--- config.mk ---
export PLATFORM = sky130hd
export DESIGN_NAME = lru_age_victim_select_flat
export DESIGN_NICKNAME = d
export VERILOG_FILES = /design/src/sv/lav_pkg.sv /design/src/sv/lav_req_if.sv /design/src/sv/lav_rsp_if.sv /design/src/sv/lru_age_victim_select.sv /design/src/sv/lav_age_cell.sv /design/src/flat_wrapper.sv
export SDC_FILE = /design/constraint.sdc
export NUM_CORES = 1
export LEC_CHECK = 0
export ABC_CLOCK_PERIOD_IN_PS = 6300
export BUFFER_PORTS_ARGS = -buffer_cell sky130_fd_sc_hd__buf_4
export CORE_MARGIN = 2
export CORE_UTILIZATION = 30
export CTS_CLUSTER_DIAMETER = 60
export DETAILED_ROUTE_END_ITERATION = 16
export RECOVER_POWER = 100
export SYNTH_ARGS = -nofsm -noshare
export SYNTH_HDL_FRONTEND = slang
export SYNTH_SLANG_ARGS = --single-unit
--- constraint.sdc ---
create_clock -name clk -period 6.3 [get_ports clk]
set_input_delay 0.63 -clock clk [delete_from_list [all_inputs] [get_ports clk]]
set_output_delay 0.63 -clock clk [all_outputs]
set_load 0.05 [all_outputs]
--- src/sv/lav_pkg.sv ---
`default_nettype none

package lav_pkg;

  // Fixed field widths of the request and response transactions.
  localparam int MAX_WAYS     = 16;
  localparam int DEFAULT_WAYS = 16;
  localparam int WAY_W        = 4;
  localparam int AGE_W        = 4;
  localparam int MASK_W       = 16;

  // Request type codes.
  localparam logic REQ_HIT    = 1'b0;
  localparam logic REQ_VICTIM = 1'b1;

  // Controller states.
  typedef enum logic [1:0] {
    ST_IDLE,
    ST_SCAN,
    ST_COMMIT
  } lav_state_t;

  // Running best candidate handed from cell to cell during a victim scan.
  typedef struct packed {
    logic [WAY_W-1:0] idx;
    logic [AGE_W-1:0] age;
  } lav_scan_t;

  // Broadcast MRU update sent to every cell.
  typedef struct packed {
    logic             upd;
    logic [AGE_W-1:0] ref_age;
  } lav_touch_t;

endpackage

`default_nettype wire

--- src/sv/lav_req_if.sv ---
`default_nettype none

interface lav_req_if
  import lav_pkg::*;
();
  logic              valid;
  logic              ready;
  logic              req_type;
  logic [WAY_W-1:0]  way_index;
  logic [MASK_W-1:0] valid_mask;
  logic [MASK_W-1:0] eligible_mask;

  modport source (
    output valid, req_type, way_index, valid_mask, eligible_mask,
    input  ready
  );

  modport sink (
    input  valid, req_type, way_index, valid_mask, eligible_mask,
    output ready
  );
endinterface

`default_nettype wire

--- src/sv/lav_rsp_if.sv ---
`default_nettype none

interface lav_rsp_if
  import lav_pkg::*;
();
  logic             valid;
  logic             ready;
  logic [WAY_W-1:0] victim_way;

  modport source (
    output valid, victim_way,
    input  ready
  );

  modport sink (
    input  valid, victim_way,
    output ready
  );
endinterface

`default_nettype wire

--- src/sv/lru_age_victim_select.sv ---
`default_nettype none

// Channel  Direction  Transaction payload
// -------  ---------  ---------------------------------------------------
// req      in         req_type, way_index, valid_mask, eligible_mask
// rsp      out        victim_way (one per victim request, none per hit)
//
// A hit update is applied at the edge that accepts it, and the block stays
// ready for another request. A victim request with an invalid way goes
// straight to the commit step; otherwise the age scan walks the row of
// cells one way per cycle. No new request is taken until the commit.
// A finished result waits in the output register; the block only stalls in
// its commit step while that register is still full. Reset sets ages to the
// way numbers and clears the controller state and the output valid flag.

module lru_age_victim_select
  import lav_pkg::*;
#(
  parameter int WAYS = DEFAULT_WAYS
) (
  input  wire logic clk,
  input  wire logic rst,
  lav_req_if.sink   req,
  lav_rsp_if.source rsp
);

  localparam int NWAY  = (WAYS < MAX_WAYS) ? WAYS : MAX_WAYS;
  localparam int CNT_W = $clog2(NWAY + 1);

  lav_state_t       state;
  lav_state_t       state_next;
  logic [CNT_W-1:0] scan_cnt;
  logic [NWAY-1:0]  elig_q;
  logic [WAY_W-1:0] victim_q;
  logic             rsp_valid;
  logic [WAY_W-1:0] rsp_way;

  logic             req_acc;
  logic             victim_acc;
  logic             hit_go;
  logic             commit_go;
  logic             scan_done;
  logic             inv_found;
  logic [WAY_W-1:0] inv_idx;
  logic [WAY_W-1:0] tgt;
  logic [NWAY-1:0]  hit_vec;
  logic [AGE_W-1:0] ref_age;
  lav_touch_t       touch;

  logic [AGE_W-1:0] age_arr [NWAY];
  lav_scan_t        chain   [NWAY+1];

  assign req_acc    = req.valid && req.ready;
  assign victim_acc = req_acc && (req.req_type == REQ_VICTIM);
  assign hit_go     = req_acc && (req.req_type == REQ_HIT) && (int'(req.way_index) < NWAY);
  assign commit_go  = (state == ST_COMMIT) && (!rsp_valid || rsp.ready);
  assign scan_done  = (state == ST_SCAN) && (scan_cnt == CNT_W'(NWAY));

  // Lowest-numbered invalid way among the ways that exist.
  always_comb begin
    inv_found = 1'b0;
    inv_idx   = '0;
    for (int i = NWAY - 1; i >= 0; i--) begin
      if (!req.valid_mask[i]) begin
        inv_found = 1'b1;
        inv_idx   = WAY_W'(i);
      end
    end
  end

  // Way to make MRU and the age it had before the update.
  assign tgt = hit_go ? req.way_index : victim_q;

  always_comb begin
    ref_age = '0;
    for (int i = 0; i < NWAY; i++) begin
      hit_vec[i] = (tgt == WAY_W'(i));
      if (hit_vec[i]) begin
        ref_age = ref_age | age_arr[i];
      end
    end
  end

  assign touch.upd     = hit_go || commit_go;
  assign touch.ref_age = ref_age;

  // Row of age cells; the scan candidate moves one cell per cycle.
  assign chain[0] = '0;

  for (genvar g = 0; g < NWAY; g++) begin : g_cell
    lav_age_cell #(
      .CELL_IDX (g)
    ) u_cell (
      .clk      (clk),
      .rst      (rst),
      .touch    (touch),
      .hit      (hit_vec[g]),
      .elig     (elig_q[g]),
      .scan_in  (chain[g]),
      .scan_out (chain[g+1]),
      .age      (age_arr[g])
    );
  end

  // Controller state register.
  always_ff @(posedge clk) begin
    if (rst) begin
      state <= ST_IDLE;
    end else begin
      state <= state_next;
    end
  end

  // Next state and input handshake.
  always_comb begin
    state_next = state;
    req.ready  = 1'b0;
    unique case (state)
      ST_IDLE: begin
        req.ready = 1'b1;
        if (victim_acc) begin
          state_next = inv_found ? ST_COMMIT : ST_SCAN;
        end
      end
      ST_SCAN: begin
        if (scan_done) begin
          state_next = ST_COMMIT;
        end
      end
      ST_COMMIT: begin
        if (commit_go) begin
          state_next = ST_IDLE;
        end
      end
      default: begin
        state_next = ST_IDLE;
      end
    endcase
  end

  // Scan counter, captured eligibility and the chosen way.
  always_ff @(posedge clk) begin
    if (state == ST_SCAN) begin
      scan_cnt <= scan_cnt + CNT_W'(1);
    end else begin
      scan_cnt <= '0;
    end
    if (victim_acc) begin
      elig_q   <= req.eligible_mask[NWAY-1:0];
      victim_q <= inv_idx;
    end else if (scan_done) begin
      victim_q <= chain[NWAY].idx;
    end
  end

  // Output register.
  always_ff @(posedge clk) begin
    if (rst) begin
      rsp_valid <= 1'b0;
    end else if (commit_go) begin
      rsp_valid <= 1'b1;
    end else if (rsp.ready) begin
      rsp_valid <= 1'b0;
    end
  end

  always_ff @(posedge clk) begin
    if (commit_go) begin
      rsp_way <= victim_q;
    end
  end

  assign rsp.valid      = rsp_valid;
  assign rsp.victim_way = rsp_way;

  // A commit always leaves the chosen way in the output register.
  a_commit_result: assert property (@(posedge clk) disable iff (rst)
    commit_go |=> (rsp.valid && (rsp.victim_way == $past(victim_q))))
    else $error("commit did not present the chosen way");

  // The scan never runs past the end of the row.
  a_scan_bound: assert property (@(posedge clk) disable iff (rst)
    (state == ST_SCAN) |-> (scan_cnt <= CNT_W'(NWAY)))
    else $error("scan counter overran the cell row");

  // A hit update never creates a result.
  a_hit_no_result: assert property (@(posedge clk) disable iff (rst)
    (req.valid && req.ready && (req.req_type == REQ_HIT) && !rsp.valid) |=> !rsp.valid)
    else $error("hit update produced a result");

endmodule

`default_nettype wire

--- src/sv/lav_age_cell.sv ---
`default_nettype none

module lav_age_cell
  import lav_pkg::*;
#(
  parameter int CELL_IDX = 0
) (
  input  wire logic             clk,
  input  wire logic             rst,
  input  wire lav_touch_t       touch,
  input  wire logic             hit,
  input  wire logic             elig,
  input  wire lav_scan_t        scan_in,
  output      lav_scan_t        scan_out,
  output      logic [AGE_W-1:0] age
);

  // Age of this way: the touched way becomes MRU, younger ways grow one older.
  always_ff @(posedge clk) begin
    if (rst) begin
      age <= AGE_W'(CELL_IDX);
    end else if (touch.upd) begin
      if (hit) begin
        age <= '0;
      end else if (age < touch.ref_age) begin
        age <= age + AGE_W'(1);
      end
    end
  end

  // Scan stage: replace the incoming candidate if this way is eligible and
  // strictly older, so the lowest index keeps a tie.
  always_ff @(posedge clk) begin
    if (elig && (age > scan_in.age)) begin
      scan_out.idx <= WAY_W'(CELL_IDX);
      scan_out.age <= age;
    end else begin
      scan_out <= scan_in;
    end
  end

endmodule

`default_nettype wire

--- src/flat_wrapper.sv ---
// flat-port wrapper written by rule: the top's interface ports become plain ports
module lru_age_victim_select_flat import lav_pkg::*;
#(
  parameter int WAYS = DEFAULT_WAYS
)
  (clk, rst, req_valid, req_req_type, req_way_index, req_valid_mask, req_eligible_mask, req_ready, rsp_valid, rsp_victim_way, rsp_ready);
  lav_req_if req_i ();
  lav_rsp_if rsp_i ();
  input  wire logic clk;
  input  wire logic rst;
  input wire logic [$bits(req_i.valid)-1:0] req_valid;
  input wire logic [$bits(req_i.req_type)-1:0] req_req_type;
  input wire logic [$bits(req_i.way_index)-1:0] req_way_index;
  input wire logic [$bits(req_i.valid_mask)-1:0] req_valid_mask;
  input wire logic [$bits(req_i.eligible_mask)-1:0] req_eligible_mask;
  output wire logic [$bits(req_i.ready)-1:0] req_ready;
  output wire logic [$bits(rsp_i.valid)-1:0] rsp_valid;
  output wire logic [$bits(rsp_i.victim_way)-1:0] rsp_victim_way;
  input wire logic [$bits(rsp_i.ready)-1:0] rsp_ready;
  assign req_i.valid = req_valid;
  assign req_i.req_type = req_req_type;
  assign req_i.way_index = req_way_index;
  assign req_i.valid_mask = req_valid_mask;
  assign req_i.eligible_mask = req_eligible_mask;
  assign req_ready = req_i.ready;
  assign rsp_valid = rsp_i.valid;
  assign rsp_victim_way = rsp_i.victim_way;
  assign rsp_i.ready = rsp_ready;
  lru_age_victim_select #(.WAYS(WAYS)) u_core (.clk(clk), .rst(rst), .req(req_i), .rsp(rsp_i));
endmodule
# [After elaboration in Yosys (flattened, before gate mapping)]
# Index checks and enable logic that the tools add are counted.
[op_classes] n_reduce_logical=61 mux=105 order_cmp=32 add_sub_neg=17 bitwise=16 eq_ne=21
[ops] cell="$mux 4" count=81
[ops] cell="$add 4x1->4 const B" count=16
[ops] cell="$lt 4x4->1" count=16
[ops] cell="$gt 4x4->1" count=15
[ops] cell="$or 4x4->4" count=15
[ops] cell="$reduce_bool 2->1" count=18
[ops] cell="$eq 4x4->1 const B" count=8
[ops] cell="$reduce_and 2->1" count=16
[ops] cell="$logic_and 1x1->1" count=21
[ops] cell="$mux 1" count=19
[ops] cell="$eq 4x3->1 const B" count=4
[ops] cell="$eq 4x2->1 const B" count=2
[ops] cell="$mux 2" count=4
[ops] cell="$ne 2x1->1 const B" count=3
[ops] cell="$pmux 2 s3" count=1
[ops] cell="$add 5x1->5 const B" count=1
[ops] cell="$eq 5x5->1 const B" count=1
[ops] cell="$eq 4x1->1 const B" count=1
[ops] cell="$gt 4x1->1 const B" count=1
[ops] cell="$logic_not 4->1" count=1
[ops] cell="$reduce_and 3->1" count=1
[ops] cell="$eq 2x1->1 const B" count=1
[ops] cell="$eq 2x2->1 const B" count=1
[ops] cell="$logic_not 2->1" count=1
[ops] cell="other kinds (3)" count=4
[totals] out_inout_bits=6 in_bits=41 regBits=216

# [Depth between registers and ports, before layout]
[depth] ltp_word=40 mapped_depth=16 depth_no_buf=13

# [Modules after synthesis]
# A second synthesis with hierarchy kept.
[unflattened] hier_cells=1285 area_unflattened_um2=12482.0
[by_module_without_submodules] mod="lru_age_victim_select" cells_per_inst=214 seq_area_each_um2=880.8 instances=1 area_each_um2=2044.5
[by_module_without_submodules] mod="lav_age_cell at u_core.g_cell[5].u_cell ..." cells_per_inst=62 seq_area_each_um2=240.2 instances=2 area_each_um2=634.4
[by_module_without_submodules] mod="lav_age_cell at u_core.g_cell[8].u_cell" cells_per_inst=77 seq_area_each_um2=240.2 instances=1 area_each_um2=723.2
[by_module_without_submodules] mod="lav_age_cell at u_core.g_cell[9].u_cell" cells_per_inst=79 seq_area_each_um2=240.2 instances=1 area_each_um2=710.7
[by_module_without_submodules] mod="lav_age_cell at u_core.g_cell[12].u_cell" cells_per_inst=74 seq_area_each_um2=240.2 instances=1 area_each_um2=698.2
[by_module_without_submodules] mod="lav_age_cell at u_core.g_cell[3].u_cell" cells_per_inst=69 seq_area_each_um2=240.2 instances=1 area_each_um2=690.7
[by_module_without_submodules] mod="lav_age_cell at u_core.g_cell[1].u_cell" cells_per_inst=73 seq_area_each_um2=240.2 instances=1 area_each_um2=685.7
[by_module_without_submodules] mod="lav_age_cell at u_core.g_cell[0].u_cell" cells_per_inst=65 seq_area_each_um2=240.2 instances=1 area_each_um2=639.4
[by_module_without_submodules] mod="lav_age_cell at u_core.g_cell[15].u_cell" cells_per_inst=63 seq_area_each_um2=240.2 instances=1 area_each_um2=639.4
[by_module_without_submodules] mod="lav_age_cell at u_core.g_cell[2].u_cell" cells_per_inst=64 seq_area_each_um2=240.2 instances=1 area_each_um2=635.6
[by_module_without_submodules] mod="lav_age_cell at u_core.g_cell[4].u_cell" cells_per_inst=63 seq_area_each_um2=240.2 instances=1 area_each_um2=634.4
[by_module_without_submodules] mod="lav_age_cell at u_core.g_cell[13].u_cell" cells_per_inst=65 seq_area_each_um2=240.2 instances=1 area_each_um2=629.4
[by_module_without_submodules] mod="lav_age_cell at u_core.g_cell[7].u_cell" cells_per_inst=66 seq_area_each_um2=240.2 instances=1 area_each_um2=626.9
[by_module_without_submodules] mod="lav_age_cell at u_core.g_cell[10].u_cell" cells_per_inst=65 seq_area_each_um2=240.2 instances=1 area_each_um2=623.1
[by_module_without_submodules] mod="+2 rows"

# [Least setup slack after synthesis]
# Ideal clock, no wire load.
[synth_path] path_type="input-to-reg" startpoint="input req_req_type" endpoint="register u_core.g_cell[15].u_cell.age[3]" t_arrival_ns=4.658 required_ns=6.178 stages=13 path_slack_ns=1.520 path_cell_list="nor4b_4 > buf_6 > mux2_2 > a22o_1 > a221oi_1 > nand3_1 > nor3_1 > ha_1 > o21ai_0 > nand2b_1 > a2111oi_0 > o21ai_0 > a221o_1"
[synth_between] elab_chain_cells=38 word_cells_on_any_way=55 classes_between="order compare: 1; eq/ne: 15; mux: 18; bitwise: 16; reduce/logical: 5"
[synth_lines] element="from (decl)" line_no="flat_wrapper.sv:12" rtl="input wire logic [$bits(req_i.req_type)-1:0] req_req_type;"
[synth_lines] element="$not 1->1 (*)" line_no="lru_age_victim_select.sv:55" rtl="assign hit_go = req_acc && (req.req_type == REQ_HIT) && (int'(req.way_index) < NWAY);"
[synth_lines] element="$logic_and 1x1->1 (*)" line_no="lru_age_victim_select.sv:55"
[synth_lines] element="$mux 4" line_no="lru_age_victim_select.sv:72" rtl="assign tgt = hit_go ? req.way_index : victim_q;"
[synth_lines] element="$logic_not 4->1" line_no="lru_age_victim_select.sv:77" rtl="hit_vec[i] = (tgt == WAY_W'(i));"
[synth_lines] element="$mux 4" line_no="lru_age_victim_select.sv:78" rtl="if (hit_vec[i]) begin"
[synth_lines] element="$or 4x4->4" line_no="lru_age_victim_select.sv:79" rtl="ref_age = ref_age | age_arr[i];"
[synth_lines] element="$mux 4" line_no="lru_age_victim_select.sv:78"
[synth_lines] element="$or 4x4->4" line_no="lru_age_victim_select.sv:79"
[synth_lines] element="(+22 left out)"
[synth_lines] element="$mux 4" line_no="lru_age_victim_select.sv:78"
[synth_lines] element="$or 4x4->4" line_no="lru_age_victim_select.sv:79"
[synth_lines] element="$mux 4" line_no="lru_age_victim_select.sv:78"
[synth_lines] element="$or 4x4->4" line_no="lru_age_victim_select.sv:79"
[synth_lines] element="$mux 4" line_no="lru_age_victim_select.sv:78"
[synth_lines] element="$lt 4x4->1" line_no="lav_age_cell.sv:25" rtl="end else if (age < touch.ref_age) begin"
[synth_lines] element="$reduce_bool 2->1 (no line)"
[synth_lines] element="$reduce_and 2->1 (no line)"
[synth_lines] element="to (signal assigned)" line_no="lav_age_cell.sv:21" rtl="age <= AGE_W'(CELL_IDX);"
[synth_lines] element="to (signal assigned)" line_no="lav_age_cell.sv:26" rtl="age <= age + AGE_W'(1);"
[synth_lines] element="to (decl)" line_no="lav_age_cell.sv:15" rtl="output logic [AGE_W-1:0] age"
# Mark *: on every way between the ends. The rest lies on a longest branch, timed or not.
# A chain may end at the register's enable or synchronous reset.

# [Worst setup path after layout]
[layout_path] startpoint="register u_core.state[0]" endpoint="register u_core.g_cell[11].u_cell.age[0]"
[layout_between] elab_chain_cells=40 word_cells_on_any_way=59 classes_between="order compare: 1; eq/ne: 16; mux: 19; bitwise: 15; reduce/logical: 8"
[layout_lines] element="from (decl)" line_no="lru_age_victim_select.sv:30" rtl="lav_state_t state;"
[layout_lines] element="from (signal assigned)" line_no="lru_age_victim_select.sv:110" rtl="state <= state_next;"
[layout_lines] element="$logic_not 2->1" line_no="lru_age_victim_select.sv:118" rtl="unique case (state)"
[layout_lines] element="$mux 1" line_no="lru_age_victim_select.sv:118"
[layout_lines] element="$logic_and 1x1->1" line_no="lru_age_victim_select.sv:53" rtl="assign req_acc = req.valid && req.ready;"
[layout_lines] element="$logic_and 1x1->1" line_no="lru_age_victim_select.sv:55"
[layout_lines] element="$mux 4" line_no="lru_age_victim_select.sv:72"
[layout_lines] element="$logic_not 4->1" line_no="lru_age_victim_select.sv:77"
[layout_lines] element="$mux 4" line_no="lru_age_victim_select.sv:78"
[layout_lines] element="$or 4x4->4" line_no="lru_age_victim_select.sv:79"
[layout_lines] element="(+24 left out)"
[layout_lines] element="$mux 4" line_no="lru_age_victim_select.sv:78"
[layout_lines] element="$or 4x4->4" line_no="lru_age_victim_select.sv:79"
[layout_lines] element="$mux 4" line_no="lru_age_victim_select.sv:78"
[layout_lines] element="$or 4x4->4" line_no="lru_age_victim_select.sv:79"
[layout_lines] element="$mux 4" line_no="lru_age_victim_select.sv:78"
[layout_lines] element="$lt 4x4->1" line_no="lav_age_cell.sv:25"
[layout_lines] element="$reduce_bool 2->1 (no line)"
[layout_lines] element="$reduce_and 2->1 (no line)"
[layout_lines] element="to (signal assigned)" line_no="lav_age_cell.sv:21"
[layout_lines] element="to (signal assigned)" line_no="lav_age_cell.sv:26"
[layout_lines] element="to (decl)" line_no="lav_age_cell.sv:15"
# Several ways; a longest one is shown, not always the timed one.

==> metrics.txt <==
Design Power=0.005172 W; DRT Wirelength=28280 um; endpoints failing setup=0; FF+latch count, synth=205; CTS Root Cell=clkbuf_16; WL/cell=15.42 um; Max Transition Viols Final=51; Nets=1474; setup TNS=0 ns; maximum VDD drop=0.1576 mV; WP data required=6.78 ns; Finished Layout Cells=1834; worst-path maximum fanout=10; Post-Syn Instances=1270; die height=199.1 um; sequential area share after synthesis=38.05%; ANT cells=0; crit path launch type=flop; drc violations=0; post-CTS setup buffer count=0; post-synthesis cell type count=79; Syn Std Cell Area=11420 um^2; Inserted Clock Buffers=24; violated checks=max-capacitance violations, max-slew violations; largest net degree at the start of global routing=51; worst skew pair latency=0.53 ns; Synth Area per Inst=8.991 um^2; Starting Density=30.39%; worst hold path depth=1; ys async rst share=0%; DP Cell Count=1791; area grow syn2layout=14.08%; Max clock buf depth=3; Worst Skew=0.02058 ns; Reg2Reg Depth=14; Placement Rows=71; Starting DRT DRC Count=503; CTS resizes=0; Seq. cell area=4344 um^2; Via density=5.117; Warnings, synthesis=0; ratio of cells with drive above 1 in the final layout=11.72%; Final ANT Viol Nets=0; cts-stage hold buffer count=0; worst hold path class=in -> reg; Max Cap Viol=1; main flop type after synthesis=dfxtp_1; hold wc startpoint=req_eligible_mask[14]; I/O pin count=47; Syn Nets=1438; Post-Place Worst Slack=1.171 ns; Leak=5.372 nW; number of port buffers=46; area of the multi-input gates=6475 um^2; final hold vios=0; initial antenna violation count=0; arrival time worst endpoint=5.69 ns; H-tree depth=1; global-route wire length before repair=46130 um; RSZ-0062 raised after global routing=false; Critical R2R Launch=u_core.state[0]$_SDFFE_PP0P_; Sink Count=205; DIE AREA=39640 um^2; worst reg2reg setup slack=1.08 ns; Post-synth EDFFs=24; first-pass iteration count of the detailed router=5; pwr/cell area=397.0 nW/um^2; Layout fillers=3786; Worst Setup SP=u_core.state[0]$_SDFFE_PP0P_; Worst Tran Pin Value=2.472 ns; final RePlAce weighted congestion=0.7992; fmax=191.7 MHz; crit end category=flop; final worst slack=1.084 ns; Tmin final=5.216 ns; final worst-path cycle share=82.79%; total number of vias=9385; gr usage total=14.36%; status=complete, but fails checks; core region area=37580 um^2; Congestion Overflow GR=0; CTS tree=done; Reg clk slew, reported paths=0.06 ns; crit path kind=reg -> reg; Die X-Extent=199.1 um; dpl hpwl=20880 um; vias in the first global route=9110; relative slew slack=-64.78%
registers in the layout, summed over array words and instances, names as in the netlist:
| name | cells |
|---|---|
| u_core.elig_q | 16 |
| u_core.g_cell.u_cell.age | 64 |
| u_core.g_cell.u_cell.scan_out | 109 |
| u_core.rsp.valid | 1 |
| u_core.rsp.victim_way | 4 |
| u_core.scan_cnt | 5 |
| u_core.state | 2 |
| u_core.victim_q | 4 |
final cells by class:
class / instances / area share (%)
multi-input cells: 914 / 49.71
flip-flops and latches: 205 / 33.35
clock buffers: 36 / 5.264
well taps: 511 / 4.908
inverters: 106 / 3.054
repair buffers: 55 / 2.824
clock inverters: 7 / 0.8933
where the power goes:
part / leakage (nW) / switching [W] / internal (W)
registers: 1.72 / 0.000260 / 0.00169
logic: 3.27 / 0.00101 / 0.000815
clock network: 0.381 / 0.000553 / 0.000839
metal layers:
metal / GRT usage, % / share of wire [%]
met1: 18.35 / 45
met2: 25.16 / 47
met3: 2.008 / 5.1
met5: 0 / 0
met4: 4.008 / 2.3
cell usage in the layout, fill, tap and decap left out, types with 16 or more instances in the layout:
cell       count
mux2i_1       16
or2_2         31
nor2b_1       34
nand2_1      107
nand2b_1      30
a31oi_1       17
nor3_1        32
a21oi_1       45
nor2_1        67
nand4_1       19
edfxtp_1      24
inv_1        106
mux2_2        23
o21ai_0       88
clkbuf_16     24
nand3_1       43
dfxtp_1      181
clkbuf_1      20
buf_4         31
ha_1         127
critical path, stage by stage (launching register included):
cell and delay (ns):
dfxtp_1 0.40, nor4b_4 0.72, buf_4 0.28, mux2_4 0.37, a22o_1 0.19, a221oi_1 0.30
nand3_1 0.13, nor3_1 0.83, buf_4 0.35, ha_1 0.25, o21a_1 0.17, o21a_1 0.20
a2111oi_2 0.55, a21oi_1 0.12, a21bo_2 0.29
synth_stat cells (7+ instances only):
cell type	instances	area (um^2)
dfxtp_1	181	3623
ha_1	127	1589
nand2_1	107	401.6
inv_1	106	397.9
o21ai_0	86	430.4
nor2_1	68	255.2
a21oi_1	45	225.2
nand3_1	43	215.2
clkbuf_1	39	146.4
nor2b_1	34	212.7
nor3_1	33	165.2
or2_2	31	193.9
nand2b_1	30	187.7
edfxtp_1	24	720.7
mux2_2	23	259.0
nand4_1	19	118.9
a31oi_1	16	100.1
mux2i_1	16	160.2
a22o_1	13	113.9
a221oi_1	11	96.34
nor4b_1	10	87.58
o21a_1	10	75.07
o21ai_1	10	50.05
or3_1	10	62.56
a221o_1	9	90.09
nor4_1	9	56.30
a22oi_1	8	60.06
and2_1	8	50.05
and3_1	8	50.05
nor4bb_1	8	80.08
o211ai_1	8	60.06
o22ai_1	7	43.79
final timing paths:
path,endpoint
setup / recovery,u_core.g_cell[11].u_cell.age[0]$_SDFFE_PP1P_
hold / removal,u_core.elig_q[14]$_DFFE_PP_
setup reg to reg,u_core.g_cell[11].u_cell.age[0]$_SDFFE_PP1P_
hold reg to reg,u_core.g_cell[13].u_cell.scan_out[6]$_SDFF_PP1_
logic make-up (layout without fill, tap and decap cells):
kind of cell | Yosys count | count (layout) | synth area share [%]
AO/OA/AOI/OAI | 299 | 299 | 17.92
multiplexers | 41 | 41 | 3.923
flip-flops | 205 | 205 | 38.05
buffers and inverters | 151 | 204 | 5.260
AND/OR/NAND/NOR | 442 | 442 | 20.56
adder cells (fa/ha/maj) | 127 | 127 | 13.92
XOR/XNOR | 5 | 5 | 0.3836
stage by stage:
step                hold WS, ns  cell area [um^2]  utilization [%]
CTS                      0.2563             13080            34.82
finish                   0.2990             13030            34.67
global route             0.2784             13030            34.67
global placement         0.4013             12280            32.68
floorplan                0.3925             11420                -
detailed placement       0.3986             12280            32.68
No activity file was read; power rests on OpenSTA's default activity.
